### src/assert_macros.svh
// Assertion helpers for the RTL; plc_core.sv includes them.
`ifndef ASSERT_MACROS_SVH
`define ASSERT_MACROS_SVH

`ifndef NO_ASSERTIONS

// Clocked check, masked while reset is high.
`define PLC_ASSERT(lbl, clk, rst, prop, msg) \
   lbl: assert property (@(posedge clk) disable iff (rst) prop) else $error(msg);

// Clocked check that also holds during reset.
`define PLC_ASSERT_ALWAYS(lbl, clk, prop, msg) \
   lbl: assert property (@(posedge clk) prop) else $error(msg);

`else

`define PLC_ASSERT(lbl, clk, rst, prop, msg)
`define PLC_ASSERT_ALWAYS(lbl, clk, prop, msg)

`endif

`endif

### src/plc_pkg.sv
`default_nettype none

package plc_pkg;

   // Entry length default.
   localparam int CODE_LENGTH_DEF = 5;

   // Protocol bytes.
   localparam logic [7:0] READY_CODE     = 8'hF0;
   localparam logic [7:0] REPLY_MATCH    = 8'h0A;
   localparam logic [7:0] REPLY_MISMATCH = 8'h00;
   localparam logic [7:0] KEY_OPEN       = 8'h2B;  // '+'
   localparam logic [7:0] KEY_CHANGE     = 8'h2D;  // '-'

   // Item kinds.
   localparam logic OP_BYTE = 1'b0;
   localparam logic OP_TICK = 1'b1;

   // Phase codes.
   localparam int PHASE_W = 4;
   localparam logic [PHASE_W-1:0] PH_WAIT_FIRST    = 4'd0;
   localparam logic [PHASE_W-1:0] PH_FIRST_BYTES   = 4'd1;
   localparam logic [PHASE_W-1:0] PH_WAIT_CONFIRM  = 4'd2;
   localparam logic [PHASE_W-1:0] PH_CONFIRM_BYTES = 4'd3;
   localparam logic [PHASE_W-1:0] PH_MENU          = 4'd4;
   localparam logic [PHASE_W-1:0] PH_WAIT_LOGIN    = 4'd5;
   localparam logic [PHASE_W-1:0] PH_LOGIN_BYTES   = 4'd6;
   localparam logic [PHASE_W-1:0] PH_ALARM         = 4'd7;
   localparam logic [PHASE_W-1:0] PH_DOOR          = 4'd8;

   // Motor commands.
   localparam logic [1:0] MOTOR_STOP    = 2'd0;
   localparam logic [1:0] MOTOR_FORWARD = 2'd1;
   localparam logic [1:0] MOTOR_REVERSE = 2'd2;

   // Register map.
   localparam int CSR_IDX_W  = 2;
   localparam int CSR_DATA_W = 8;
   localparam logic [CSR_IDX_W-1:0] CSR_ATTEMPTS_ALLOWED = 2'd0;
   localparam logic [CSR_IDX_W-1:0] CSR_ALARM_TICKS      = 2'd1;
   localparam logic [CSR_IDX_W-1:0] CSR_OPEN_TICKS       = 2'd2;
   localparam logic [CSR_IDX_W-1:0] CSR_HOLD_TICKS       = 2'd3;

   localparam logic [2:0] ATTEMPTS_RESET = 3'd3;
   localparam logic [7:0] ALARM_RESET    = 8'd60;
   localparam logic [6:0] OPEN_RESET     = 7'd15;
   localparam logic [6:0] HOLD_RESET     = 7'd3;

   localparam int TICK_W = 9;

   typedef struct packed {
      logic       op;
      logic [7:0] rx_byte;
   } req_type;

   typedef struct packed {
      logic               reply_valid;
      logic [7:0]         reply_byte;
      logic [1:0]         motor_cmd;
      logic               alarm_tone;
      logic [PHASE_W-1:0] phase_now;
   } rsp_type;

   typedef struct packed {
      logic [2:0] attempts_allowed;
      logic [7:0] alarm_ticks;
      logic [6:0] open_ticks;
      logic [6:0] hold_ticks;
   } cfg_type;

endpackage

`default_nettype wire

### src/plc_cfg_regs.sv
`default_nettype none

module plc_cfg_regs (
   input  wire                            clock,
   input  wire                            reset,
   input  wire                            csr_we,
   input  wire  [plc_pkg::CSR_IDX_W-1:0]  csr_index,
   input  wire  [plc_pkg::CSR_DATA_W-1:0] csr_wdata,
   output plc_pkg::cfg_type               cfg
);
   import plc_pkg::*;

   cfg_type cfg_ff;
   cfg_type cfg_in;

   always_comb begin
      cfg_in = cfg_ff;
      if (csr_we) begin
         unique case (csr_index)
            CSR_ATTEMPTS_ALLOWED: cfg_in.attempts_allowed = csr_wdata[2:0];
            CSR_ALARM_TICKS:      cfg_in.alarm_ticks      = csr_wdata[7:0];
            CSR_OPEN_TICKS:       cfg_in.open_ticks       = csr_wdata[6:0];
            CSR_HOLD_TICKS:       cfg_in.hold_ticks       = csr_wdata[6:0];
            default:              cfg_in = cfg_ff;
         endcase
      end
   end

   always_ff @(posedge clock) begin
      if (reset) begin
         cfg_ff.attempts_allowed <= ATTEMPTS_RESET;
         cfg_ff.alarm_ticks      <= ALARM_RESET;
         cfg_ff.open_ticks       <= OPEN_RESET;
         cfg_ff.hold_ticks       <= HOLD_RESET;
      end else begin
         cfg_ff <= cfg_in;
      end
   end

   assign cfg = cfg_ff;

endmodule

`default_nettype wire

### src/plc_core.sv
`default_nettype none
`include "assert_macros.svh"

module plc_core #(
   parameter int CODE_LENGTH = plc_pkg::CODE_LENGTH_DEF
) (
   input  wire                clock,
   input  wire                reset,
   input  wire                fire,
   input  plc_pkg::req_type   item,
   input  plc_pkg::cfg_type   cfg,
   output plc_pkg::rsp_type   result
);
   import plc_pkg::*;

   localparam int IDX_W = (CODE_LENGTH > 1) ? $clog2(CODE_LENGTH) : 1;
   localparam logic [IDX_W-1:0] LAST_IDX = IDX_W'(CODE_LENGTH - 1);

   logic [PHASE_W-1:0] phase_ff, phase_in;
   logic [IDX_W-1:0]   idx_ff, idx_in;
   logic               mismatch_ff, mismatch_in;
   logic [2:0]         attempts_ff, attempts_in;
   logic               pending_open_ff, pending_open_in;
   logic [TICK_W-1:0]  tick_ff, tick_in;
   logic [1:0]         motor_ff, motor_in;

   // Stored password, no reset: always filled before it is compared.
   logic [7:0]         code_mem [CODE_LENGTH];
   logic               mem_we;
   logic [7:0]         mem_rd;

   logic               last_byte;
   logic               mismatch_now;
   logic [TICK_W-1:0]  tick_next;
   logic [TICK_W-1:0]  t1, t2, t3;
   logic               rvalid;
   logic [7:0]         rbyte;

   assign mem_rd       = code_mem[idx_ff];
   assign last_byte    = (idx_ff == LAST_IDX);
   assign mismatch_now = mismatch_ff | (mem_rd != item.rx_byte);
   assign tick_next    = tick_ff + TICK_W'(1);
   assign t1 = TICK_W'(cfg.open_ticks);
   assign t2 = TICK_W'(cfg.open_ticks) + TICK_W'(cfg.hold_ticks);
   assign t3 = t2 + TICK_W'(cfg.open_ticks);

   always_comb begin
      phase_in        = phase_ff;
      idx_in          = idx_ff;
      mismatch_in     = mismatch_ff;
      attempts_in     = attempts_ff;
      pending_open_in = pending_open_ff;
      tick_in         = tick_ff;
      motor_in        = motor_ff;
      mem_we          = 1'b0;
      rvalid          = 1'b0;
      rbyte           = REPLY_MISMATCH;

      if (item.op == OP_BYTE) begin
         unique case (phase_ff) inside
            PH_WAIT_FIRST, PH_WAIT_CONFIRM, PH_WAIT_LOGIN: begin
               if (item.rx_byte == READY_CODE) begin
                  idx_in      = '0;
                  mismatch_in = 1'b0;
                  phase_in    = phase_ff + PHASE_W'(1);
               end
            end
            PH_FIRST_BYTES: begin
               mem_we = 1'b1;
               if (last_byte) begin
                  idx_in   = '0;
                  phase_in = PH_WAIT_CONFIRM;
               end else begin
                  idx_in = idx_ff + IDX_W'(1);
               end
            end
            PH_CONFIRM_BYTES: begin
               mismatch_in = mismatch_now;
               if (last_byte) begin
                  idx_in = '0;
                  rvalid = 1'b1;
                  if (mismatch_now) begin
                     rbyte    = REPLY_MISMATCH;
                     phase_in = PH_WAIT_FIRST;
                  end else begin
                     rbyte    = REPLY_MATCH;
                     phase_in = PH_MENU;
                  end
               end else begin
                  idx_in = idx_ff + IDX_W'(1);
               end
            end
            PH_MENU: begin
               if (item.rx_byte == KEY_OPEN || item.rx_byte == KEY_CHANGE) begin
                  pending_open_in = (item.rx_byte == KEY_OPEN);
                  attempts_in     = cfg.attempts_allowed;
                  phase_in        = PH_WAIT_LOGIN;
               end
            end
            PH_LOGIN_BYTES: begin
               mismatch_in = mismatch_now;
               if (last_byte) begin
                  idx_in = '0;
                  rvalid = 1'b1;
                  if (mismatch_now) begin
                     rbyte = REPLY_MISMATCH;
                     if (attempts_ff <= 3'd1) begin
                        attempts_in = '0;
                        tick_in     = '0;
                        phase_in    = PH_ALARM;
                     end else begin
                        attempts_in = attempts_ff - 3'd1;
                        phase_in    = PH_WAIT_LOGIN;
                     end
                  end else begin
                     rbyte = REPLY_MATCH;
                     if (pending_open_ff) begin
                        tick_in  = '0;
                        motor_in = MOTOR_FORWARD;
                        phase_in = PH_DOOR;
                     end else begin
                        phase_in = PH_WAIT_FIRST;
                     end
                  end
               end else begin
                  idx_in = idx_ff + IDX_W'(1);
               end
            end
            default: begin
               // drop bytes in alarm and door
            end
         endcase
      end else begin
         if (phase_ff == PH_ALARM) begin
            tick_in = tick_next;
            if (tick_next > TICK_W'(cfg.alarm_ticks)) phase_in = PH_MENU;
         end else if (phase_ff == PH_DOOR) begin
            tick_in = tick_next;
            if (tick_next >= t3) begin
               motor_in = MOTOR_STOP;
               phase_in = PH_MENU;
            end else if (tick_next >= t2) begin
               motor_in = MOTOR_REVERSE;
            end else if (tick_next >= t1) begin
               motor_in = MOTOR_STOP;
            end else begin
               motor_in = MOTOR_FORWARD;
            end
         end
      end
   end

   always_comb begin
      result.reply_valid = rvalid;
      result.reply_byte  = rbyte;
      result.motor_cmd   = motor_in;
      result.alarm_tone  = (phase_in == PH_ALARM) && tick_in[0];
      result.phase_now   = phase_in;
   end

   always_ff @(posedge clock) begin
      if (fire && mem_we) begin
         code_mem[idx_ff] <= item.rx_byte;
      end
   end

   always_ff @(posedge clock) begin
      if (reset) begin
         phase_ff        <= PH_WAIT_FIRST;
         idx_ff          <= '0;
         mismatch_ff     <= 1'b0;
         attempts_ff     <= ATTEMPTS_RESET;
         pending_open_ff <= 1'b0;
         tick_ff         <= '0;
         motor_ff        <= MOTOR_STOP;
      end else if (fire) begin
         phase_ff        <= phase_in;
         idx_ff          <= idx_in;
         mismatch_ff     <= mismatch_in;
         attempts_ff     <= attempts_in;
         pending_open_ff <= pending_open_in;
         tick_ff         <= tick_in;
         motor_ff        <= motor_in;
      end
   end

   `PLC_ASSERT(a_reply_from_entry, clock, reset, result.reply_valid |-> (item.op == OP_BYTE && (phase_ff == PH_CONFIRM_BYTES || phase_ff == PH_LOGIN_BYTES) && last_byte), "reply without a completed compared entry")
   `PLC_ASSERT(a_motor_only_in_door, clock, reset, (motor_ff != MOTOR_STOP) |-> (phase_ff == PH_DOOR), "motor running outside door phase")
   `PLC_ASSERT(a_alarm_no_attempts, clock, reset, (phase_ff == PH_ALARM) |-> (attempts_ff == 3'd0), "alarm with attempts left")
   `PLC_ASSERT(a_idle_holds_state, clock, reset, !fire |=> ($stable(phase_ff) && $stable(idx_ff) && $stable(tick_ff)), "state moved without a transaction")

endmodule

`default_nettype wire

### src/password_lock_controller_unit.sv
`default_nettype none

// Channel  | Ports                          | Direction | Transfer
// ---------+--------------------------------+-----------+-------------------------
// request  | req_valid, req_ready, req_data | in        | valid & ready at clock
// response | rsp_valid, rsp_ready, rsp_data | out       | valid & ready at clock
// csr      | csr_we, csr_index, csr_wdata   | in        | csr_we at clock, no wait
//
// Every request transaction yields exactly one response transaction.
// A request passes through the input register, then the result register.
// Throughput is one transaction per cycle while rsp_ready stays high.
// Reset (synchronous, active high) empties both registers and restores phase and CSRs.
// A stalled response holds the result register; the input register keeps accepting
// while the result register is free or being drained in the same cycle.

module password_lock_controller_unit #(
   parameter int CODE_LENGTH = plc_pkg::CODE_LENGTH_DEF
) (
   input  wire                            clock,
   input  wire                            reset,
   input  wire                            req_valid,
   output logic                           req_ready,
   input  plc_pkg::req_type               req_data,
   output logic                           rsp_valid,
   input  wire                            rsp_ready,
   output plc_pkg::rsp_type               rsp_data,
   input  wire                            csr_we,
   input  wire  [plc_pkg::CSR_IDX_W-1:0]  csr_index,
   input  wire  [plc_pkg::CSR_DATA_W-1:0] csr_wdata
);
   import plc_pkg::*;

   // Input register
   req_type req_ff;
   logic    req_valid_ff;

   // Result register
   rsp_type rsp_ff;
   logic    rsp_valid_ff;

   cfg_type cfg;
   rsp_type core_result;
   logic    fire;

   // Advance the held transaction when the result register is empty or draining.
   assign fire      = req_valid_ff && (!rsp_valid_ff || rsp_ready);
   assign req_ready = !req_valid_ff || fire;

   plc_cfg_regs u_cfg (
      .clock     (clock),
      .reset     (reset),
      .csr_we    (csr_we),
      .csr_index (csr_index),
      .csr_wdata (csr_wdata),
      .cfg       (cfg)
   );

   plc_core #(
      .CODE_LENGTH (CODE_LENGTH)
   ) u_core (
      .clock  (clock),
      .reset  (reset),
      .fire   (fire),
      .item   (req_ff),
      .cfg    (cfg),
      .result (core_result)
   );

   // Capture a new request whenever the input register frees up.
   always_ff @(posedge clock) begin
      if (reset) begin
         req_valid_ff <= 1'b0;
      end else if (req_ready) begin
         req_valid_ff <= req_valid;
      end
   end

   always_ff @(posedge clock) begin
      if (req_valid && req_ready) begin
         req_ff <= req_data;
      end
   end

   // Load the result on fire, drop it once taken.
   always_ff @(posedge clock) begin
      if (reset) begin
         rsp_valid_ff <= 1'b0;
      end else if (fire) begin
         rsp_valid_ff <= 1'b1;
      end else if (rsp_ready) begin
         rsp_valid_ff <= 1'b0;
      end
   end

   always_ff @(posedge clock) begin
      if (fire) begin
         rsp_ff <= core_result;
      end
   end

   assign rsp_valid = rsp_valid_ff;
   assign rsp_data  = rsp_ff;

endmodule

`default_nettype wire

### config.mk
export PLATFORM = sky130hd
export DESIGN_NAME = password_lock_controller_unit
export DESIGN_NICKNAME = d
export VERILOG_FILES = /design/src/plc_pkg.sv /design/src/plc_cfg_regs.sv /design/src/plc_core.sv /design/src/password_lock_controller_unit.sv
export VERILOG_INCLUDE_DIRS = /design/src /design/src/src
export SDC_FILE = /design/constraint.sdc
export NUM_CORES = 1
export LEC_CHECK = 0
export BUFFER_PORTS_ARGS = -buffer_cell sky130_fd_sc_hd__buf_2
export CORE_ASPECT_RATIO = 2
export CORE_MARGIN = 2
export CORE_UTILIZATION = 55
export CTS_BUF_LIST = sky130_fd_sc_hd__clkbuf_4 sky130_fd_sc_hd__clkbuf_8
export DETAILED_ROUTE_END_ITERATION = 8
export PLACE_DENSITY = 0.86
export SLEW_MARGIN = 20
export SYNTH_ARGS = -nofsm -noshare
export SYNTH_HDL_FRONTEND = slang
export SYNTH_SLANG_ARGS = --single-unit
### constraint.sdc
create_clock -name clock -period 3.9 [get_ports clock]
set_input_delay 0.39 -clock clock [delete_from_list [all_inputs] [get_ports clock]]
set_output_delay 0.39 -clock clock [all_outputs]
set_load 0.05 [all_outputs]
==> results.md, run 1 <==
* Status: finished, violations left
* Failing checks: negative setup slack
* Global Route Usage Sum at 0.2854
* 1st-pass router iterations at 5
* Die W at 80.96 um
* GR Overflow Total at 0
* CP arrival at 4.49 ns
* Fmax at 0.2365 GHz
* Clock Pin Slew Worst Setup and Hold Paths at 0.13 ns
* Hold buffers post-CTS at 0
* Critical Path RT at 4.16 ns
* Rel. slew slack at 0.3616
* Post-route design area at 0.007516 mm^2
* Startpoint type of the worst setup path: flip-flop
* Nets at 803
* Area Growth Syn to Fin at 15.36%
* RSZ-0062 raised after global routing: yes
* Ys flop type: edfxtp_1
* Area leader, netlist: edfxtp_1
* Crit Path Max Fanout at 4
* Pins over their slew limit at 0
* Top Ports at 42
* Tmin final at 4.229 ns
* First-pass GRT wire length at 27190 um
* Least-Margin Pin Slew at 0.9502 ns
* Residual DRC at 0
* Count of cell types in the netlist at 67
* Async SR Flop Fraction at 0
* Number of synthesized flops with an enable pin at 58
* Share of the synthesized area in the top cell type at 0.2673
* Root Driver: clkbuf_8
* Max H-tree Level at 3
* Vias at 5337
* FILL cells at 918
* PD cells at 341.8 mW/mm^2
* Ratio of cells with drive above 1 in the final layout at 0.2050
* Worst Setup Path Type: flip-flop to flip-flop
* Placed instance area at 0.007007 mm^2
* CORE AREA at 0.01163 mm^2
* Synth Register Bits at 111
* Vias per cell at 6.120
* Syn Inst Count at 658
* CTS tree: built
* Mean post-synth cell area at 9.901 um^2
* Hold Crit Class: input pin to flip-flop
* Wirelength, routed at 17670 um
* Max Cap Viol at 0
* Final setup violation count at 13
* Initial antenna violation count at 0
* FP Rows at 56
* WL per Instance at 20.27 um
* PortBufs at 35
* Gpl congestion at 0.9598
* Synth area leaders: edfxtp_1 (27%), dfxtp_1 (16%), ha_1 (11%)
* Cell Area, Synth at 0.006515 mm^2
* Post-layout util at 0.6462
* Yosys warnings at 0
* Die H at 157.9 um
* Setup tns final at -2.532 ns
* Overall Power at 0.002569 W
* Initial Util at 0.5601
* Num CTS Buffers at 9
* Leak at 3.081 nW
* Final period util at 1.084
* Sequential area share after synthesis at 0.4302
* Starting DRT DRC Count at 442
* Antenna cells at 0
* Hpwl dp at 12730 um
* Max IR drop VDD at 0.3774 mV
* CTS sink count at 111
* Crit end category: flip-flop
* CTS max path bufs at 2
* Clock Skew at 0.02476 ns
* Die area at 0.01279 mm^2
* Final setup margin at -0.3286 ns
* Clock latency at the later pin of the worst-skew pair at 0.42 ns
* Vias in the first global route at 5478
* Final antenna-violating net count at 0
* Endpoints failing hold at 0
* Largest net degree at the start of global routing at 48
==> layout make-up <==
cell class / instances / area [um^2] / area share
clock buffers: 9 / 123.9 / 0.01648
multi-input cells: 482 / 3633 / 0.4834
well taps: 145 / 181.4 / 0.02414
clock inverters: 7 / 93.84 / 0.01249
repair buffers: 79 / 524.3 / 0.06975
inverters: 39 / 146.4 / 0.01948
flip-flops and latches: 111 / 2813 / 0.3742
==> cell usage after synthesis, types with 7 or more instances <==
cell type / instances
nand2_1: 68
nor2b_1: 12
nor3_1: 15
dfxtp_1: 53
a21oi_1: 44
a22o_1: 8
o21ai_0: 19
nand3_1: 15
edfxtp_1: 58
xor2_1: 11
clkbuf_1: 19
nor2_1: 43
buf_4: 9
xnor2_1: 22
inv_1: 39
nand2b_1: 14
a21o_1: 11
mux2i_1: 22
ha_1: 55
nand4_1: 7
a211o_1: 7
o21bai_1: 9
==> critical path, stage by stage, from the launching register on <==
cell,delay (ns)
dfxtp_4,0.38
buf_6,0.12
fa_2,0.43
a21oi_2,0.14
nor2_1,0.07
nor2_2,0.17
o21bai_1,0.11
a21oi_2,0.17
xnor2_2,0.15
ha_1,0.30
buf_4,0.16
xnor2_1,0.16
ha_1,0.27
and3_4,0.17
o2111ai_2,0.05
o221ai_1,0.14
a21o_1,0.28
buf_4,0.16
buf_6,0.11
o41a_1,0.36
nand2_1,0.08
o2bb2ai_1,0.11
==> logic make-up after synthesis <==
logic type / after synthesis / share of synthesized area
simple gates: 220 / 0.1715
xor+xnor: 33 / 0.04436
buf+inv: 70 / 0.04686
other cells: 1 / 0.0005756
flops: 111 / 0.4302
fa+ha+maj: 57 / 0.1118
compound gates: 138 / 0.1437
mux: 28 / 0.05109
==> registers in the layout (all words and copies together), names as in the netlist, named ones only <==
name,cells
u_core.motor_ff,2
u_cfg.cfg,25
u_core.tick_ff,9
u_core.pending_open_ff,1
u_core.mismatch_ff,1
req_ff,9
req_valid_ff,1
u_core.phase_ff,4
u_core.idx_ff,3
rsp_data,9
rsp_valid,1
u_core.code_mem,40
u_core.attempts_ff,3
==> report_power, final <==
part	internal [W]	switching [W]
Clock	0.000273	0.000489
Combinational	0.000241	0.000278
Sequential	0.00125	0.0000353
Total	0.00177	0.000803
==> path summary, 6_finish.rpt <==
kind         slack (ns)  depth (start not counted)         start      endpoint
max               -0.33                         21  u_cfg.cfg[1]   rsp_data[5]
min                0.13                          1   req_data[7]     req_ff[7]
max reg2reg       -0.33                         21  u_cfg.cfg[1]   rsp_data[5]
min reg2reg        0.48                          2  u_cfg.cfg[4]  u_cfg.cfg[4]
==> through the flow <==
stage                     hold WS (ns)  std cells  worst slack [ns]
after CTS                       0.1403        868           -0.2351
after detailed placement        0.4501        847           -0.3143
final                           0.1320        872           -0.3286
after global routing            0.1294        872           -0.4973
after floorplan                 0.4355        663          0.008752
after global placement          0.4431        847           -0.1699
==> repair_timing <==
action | 4_1_cts | 5_1_grt
buffers inserted | 6 | 5
setup endpoints to repair | 13 | 13
resized for setup | 25 | 25
pin swaps | 22 | 33
==> routing by layer <==
metal,wire (um),track usage,up-vias,part of all wire
li1,-,-,2488,-
met1,5654,0.2592,2547,0.32
met2,9886,0.5423,205,0.56
met3,714,0.04846,97,0.040
met4,1418,0.2034,0,0.080
met5,0,0,-,0
==> cell usage in the layout, fill, tap and decap left out, types with 11 or more instances in the layout <==
| master | count |
|---|---|
| nand2_1 | 67 |
| nand2b_1 | 14 |
| buf_2 | 35 |
| a21o_1 | 11 |
| nor2b_1 | 11 |
| nor3_1 | 15 |
| buf_4 | 39 |
| a21oi_1 | 35 |
| nand3_1 | 14 |
| inv_1 | 38 |
| xnor2_1 | 18 |
| edfxtp_1 | 58 |
| nor2_1 | 41 |
| o21ai_0 | 15 |
| dfxtp_1 | 49 |
| ha_1 | 51 |
| mux2i_1 | 22 |
(Power assumes the default switching activity.)
==> run 2, diff against run 1 <==
--- a/config.mk
+++ b/config.mk
@@ -10,7 +10,6 @@
 export CORE_ASPECT_RATIO = 2
 export CORE_MARGIN = 2
 export CORE_UTILIZATION = 55
-export CTS_BUF_LIST = sky130_fd_sc_hd__clkbuf_4 sky130_fd_sc_hd__clkbuf_8
 export DETAILED_ROUTE_END_ITERATION = 8
 export PLACE_DENSITY = 0.86
 export SLEW_MARGIN = 20
==> results.md, run 2 (same netlist as run 1, synthesis figures left out) <==
* Status: finished, violations left
* Failing checks: negative setup slack
* Endpoints failing hold at 0 (unchanged)
* Leak at 3.123 nW (+1.4%)
* Vias in the first global route at 5466 (-0.22%)
* Commonest non-fill, non-tap cell in the layout: nand2_1
* Placed insts at 847 (unchanged)
* Overall Power at 0.002833 W (+10%)
* Critical Path Max Stage Delay at 0.58 ns (+0.15 ns)
* Tmin final at 4.308 ns (+0.07909 ns)
* Die area at 0.01279 mm^2 (unchanged)
* Max Cap Viol at 0 (unchanged)
* Clock Pin Slew Worst Setup and Hold Paths at 0.09 ns (-0.04 ns)
* Gpl congestion at 0.9598 (unchanged)
* Fmax at 0.2321 GHz (-1.8%)
* Most frequent cells in the layout: nand2_1 (67), edfxtp_1 (58), ha_1 (52)
* Wirelength, routed at 18170 um (+2.8%)
* Initial antenna violation count at 0 (unchanged)
* Crit end category: flip-flop
* Crit Path Max Fanout at 4 (unchanged)
* FILL cells at 912 (-0.65%)
* Setup tns final at -3.745 ns (-1.212 ns)
* Critical path's top delay family: compound AO/OA/AOI/OAI gates
* CTS tree: built
* Area Growth Syn to Fin at 16.55%
* Reg-to-reg startpoint: u_cfg.cfg[7]
* Rel. slew slack at 0.3591 (-0.002535)
* Pins over their slew limit at 0 (unchanged)
* PD cells at 373.1 mW/mm^2 (+9.1%)
* CP arrival at 4.53 ns (+0.04 ns)
* Max stage delay cell, worst path: fa_2
* Critical Path Most Common Cell: a21oi_2
* Critical Path RT at 4.12 ns (-0.04 ns)
* Hold buffers post-CTS at 0 (unchanged)
* CTS max path bufs at 2 (unchanged)
* Worst hold start: req_data[7]
* Vias at 5408 (+1.3%)
* First-pass GRT wire length at 27300 um (+0.41%)
* Global Route Usage Sum at 0.2868 (+0.001471)
* Max FFs per register at 40 (unchanged)
* Root Driver: clkbuf_16
* Least-Margin Pin Slew at 0.9613 ns (+0.01111 ns)
* Nets at 803 (unchanged)
* Clock Skew at 0.01519 ns (-0.009573 ns)
* Ratio of cells with drive above 1 in the final layout at 0.2008 (-0.004127)
* Worst-path cell chain: ha_4 -> fa_2 -> ha_4 -> a21o_1 -> a21oi_2 -> o21ai_1 -> a21oi_2 -> o21bai_1 -> a21oi_2 -> xnor2_1 -> ha_1 -> and3_4 -> o2111ai_2 -> o221ai_1 -> a21o_1 -> buf_4 -> buf_4 -> o41a_1 -> nand2_1 -> o2bb2ai_1
* Largest register by flop count: u_core.code_mem
* Residual DRC at 0 (unchanged)
* Max H-tree Level at 3 (unchanged)
* Starting DRT DRC Count at 427 (-3.4%)
* Dpl ws at -0.3143 ns (unchanged)
* Hold Crit Class: input pin to flip-flop
* Largest net degree at the start of global routing at 48 (unchanged)
* Final setup margin at -0.4077 ns (-0.07909 ns)
* Initial Util at 0.5601 (unchanged)
* Hpwl dp at 12730 um (unchanged)
* Final Non-Filler Cells at 872 (unchanged)
* Buf+Inv Stages, Crit Path at 2 (-2)
* Worst Setup Path Type: flip-flop to flip-flop
* Vias per cell at 6.202 (+1.3%)
* CORE AREA at 0.01163 mm^2 (unchanged)
* WL per Instance at 20.83 um (+2.8%)
* RSZ-0062 raised after global routing: yes
* Antenna cells at 0 (unchanged)
* Max IR drop VDD at 0.3794 mV (+0.54%)
* Num CTS Buffers at 9 (unchanged)
* CTS sink count at 111 (unchanged)
* Post-layout util at 0.6529 (+0.006669)
* Top Ports at 42 (unchanged)
* Die W at 80.96 um (unchanged)
* 1st-pass router iterations at 6 (+1)
* Critical path origin: u_cfg.cfg[7]
* Die H at 157.9 um (unchanged)
* Final period util at 1.105 (+0.02028)
* Final setup violation count at 13 (unchanged)
* PortBufs at 35 (unchanged)
* Clock latency at the later pin of the worst-skew pair at 0.37 ns (-0.05 ns)
* Final antenna-violating net count at 0 (unchanged)
* Startpoint type of the worst setup path: flip-flop
* FP Rows at 56 (unchanged)
* GR Overflow Total at 0 (unchanged)
## run 2: cell counts in the layout (fill, tap and decap cells not counted)
Identical to the previous run, type by type.
## run 2: metal layers
metal,part of all wire,wire length [um],vias to the layer above,global-route usage
met2,0.57,10310,192,0.5521
met5,0,0,-,0
met3,0.032,586,90,0.04447
met1,0.33,5905,2639,0.2680
met4,0.075,1363,0,0.1800
li1,-,-,2487,-
## run 2: final timing paths
path | slack, ns | end | depth (start not counted)
setup / recovery | -0.41 | rsp_data[5] | 20
hold / removal | 0.19 | req_ff[7] | 1
setup reg to reg | -0.41 | rsp_data[5] | 20
hold reg to reg | 0.47 | u_core.attempts_ff[1] | 1
## run 2: timing repair
item | in CTS | in global routing
endpoints found under the hold margin | 0 | 0
setup endpoints to repair | 13 | 13
cloned | 0 | 0
gates resized for setup | 25 | 19
pin swaps | 32 | 19
setup buffers | 8 | 3
## run 2: layout make-up
| class | instances | area (um^2) | share of cell area |
|---|---|---|---|
| clock buffer | 9 | 225.2 | 0.02966 |
| clock inverter | 7 | 93.84 | 0.01236 |
| inverter | 39 | 146.4 | 0.01928 |
| multi-input combinational | 482 | 3627 | 0.4777 |
| sequential | 111 | 2806 | 0.3696 |
| tap | 145 | 181.4 | 0.02389 |
| timing repair buffer | 79 | 513.0 | 0.06756 |
## run 2: per-stage QoR
step / cell area [um^2] / hold slack, ns
after floorplan: 6546 / 0.4355
after global placement: 7007 / 0.4431
after detailed placement: 7007 / 0.4501
after CTS: 7472 / 0.1897
after global routing: 7594 / 0.1836
final: 7594 / 0.1874
## run 2: power by group
group / leakage, nW / internal [W] / switching [W]
Combinational: 2.01 / 0.000254 / 0.000300
Clock: 0.155 / 0.000475 / 0.000515
Sequential: 0.961 / 0.00125 / 0.0000359
Total: 3.12 / 0.00198 / 0.000851
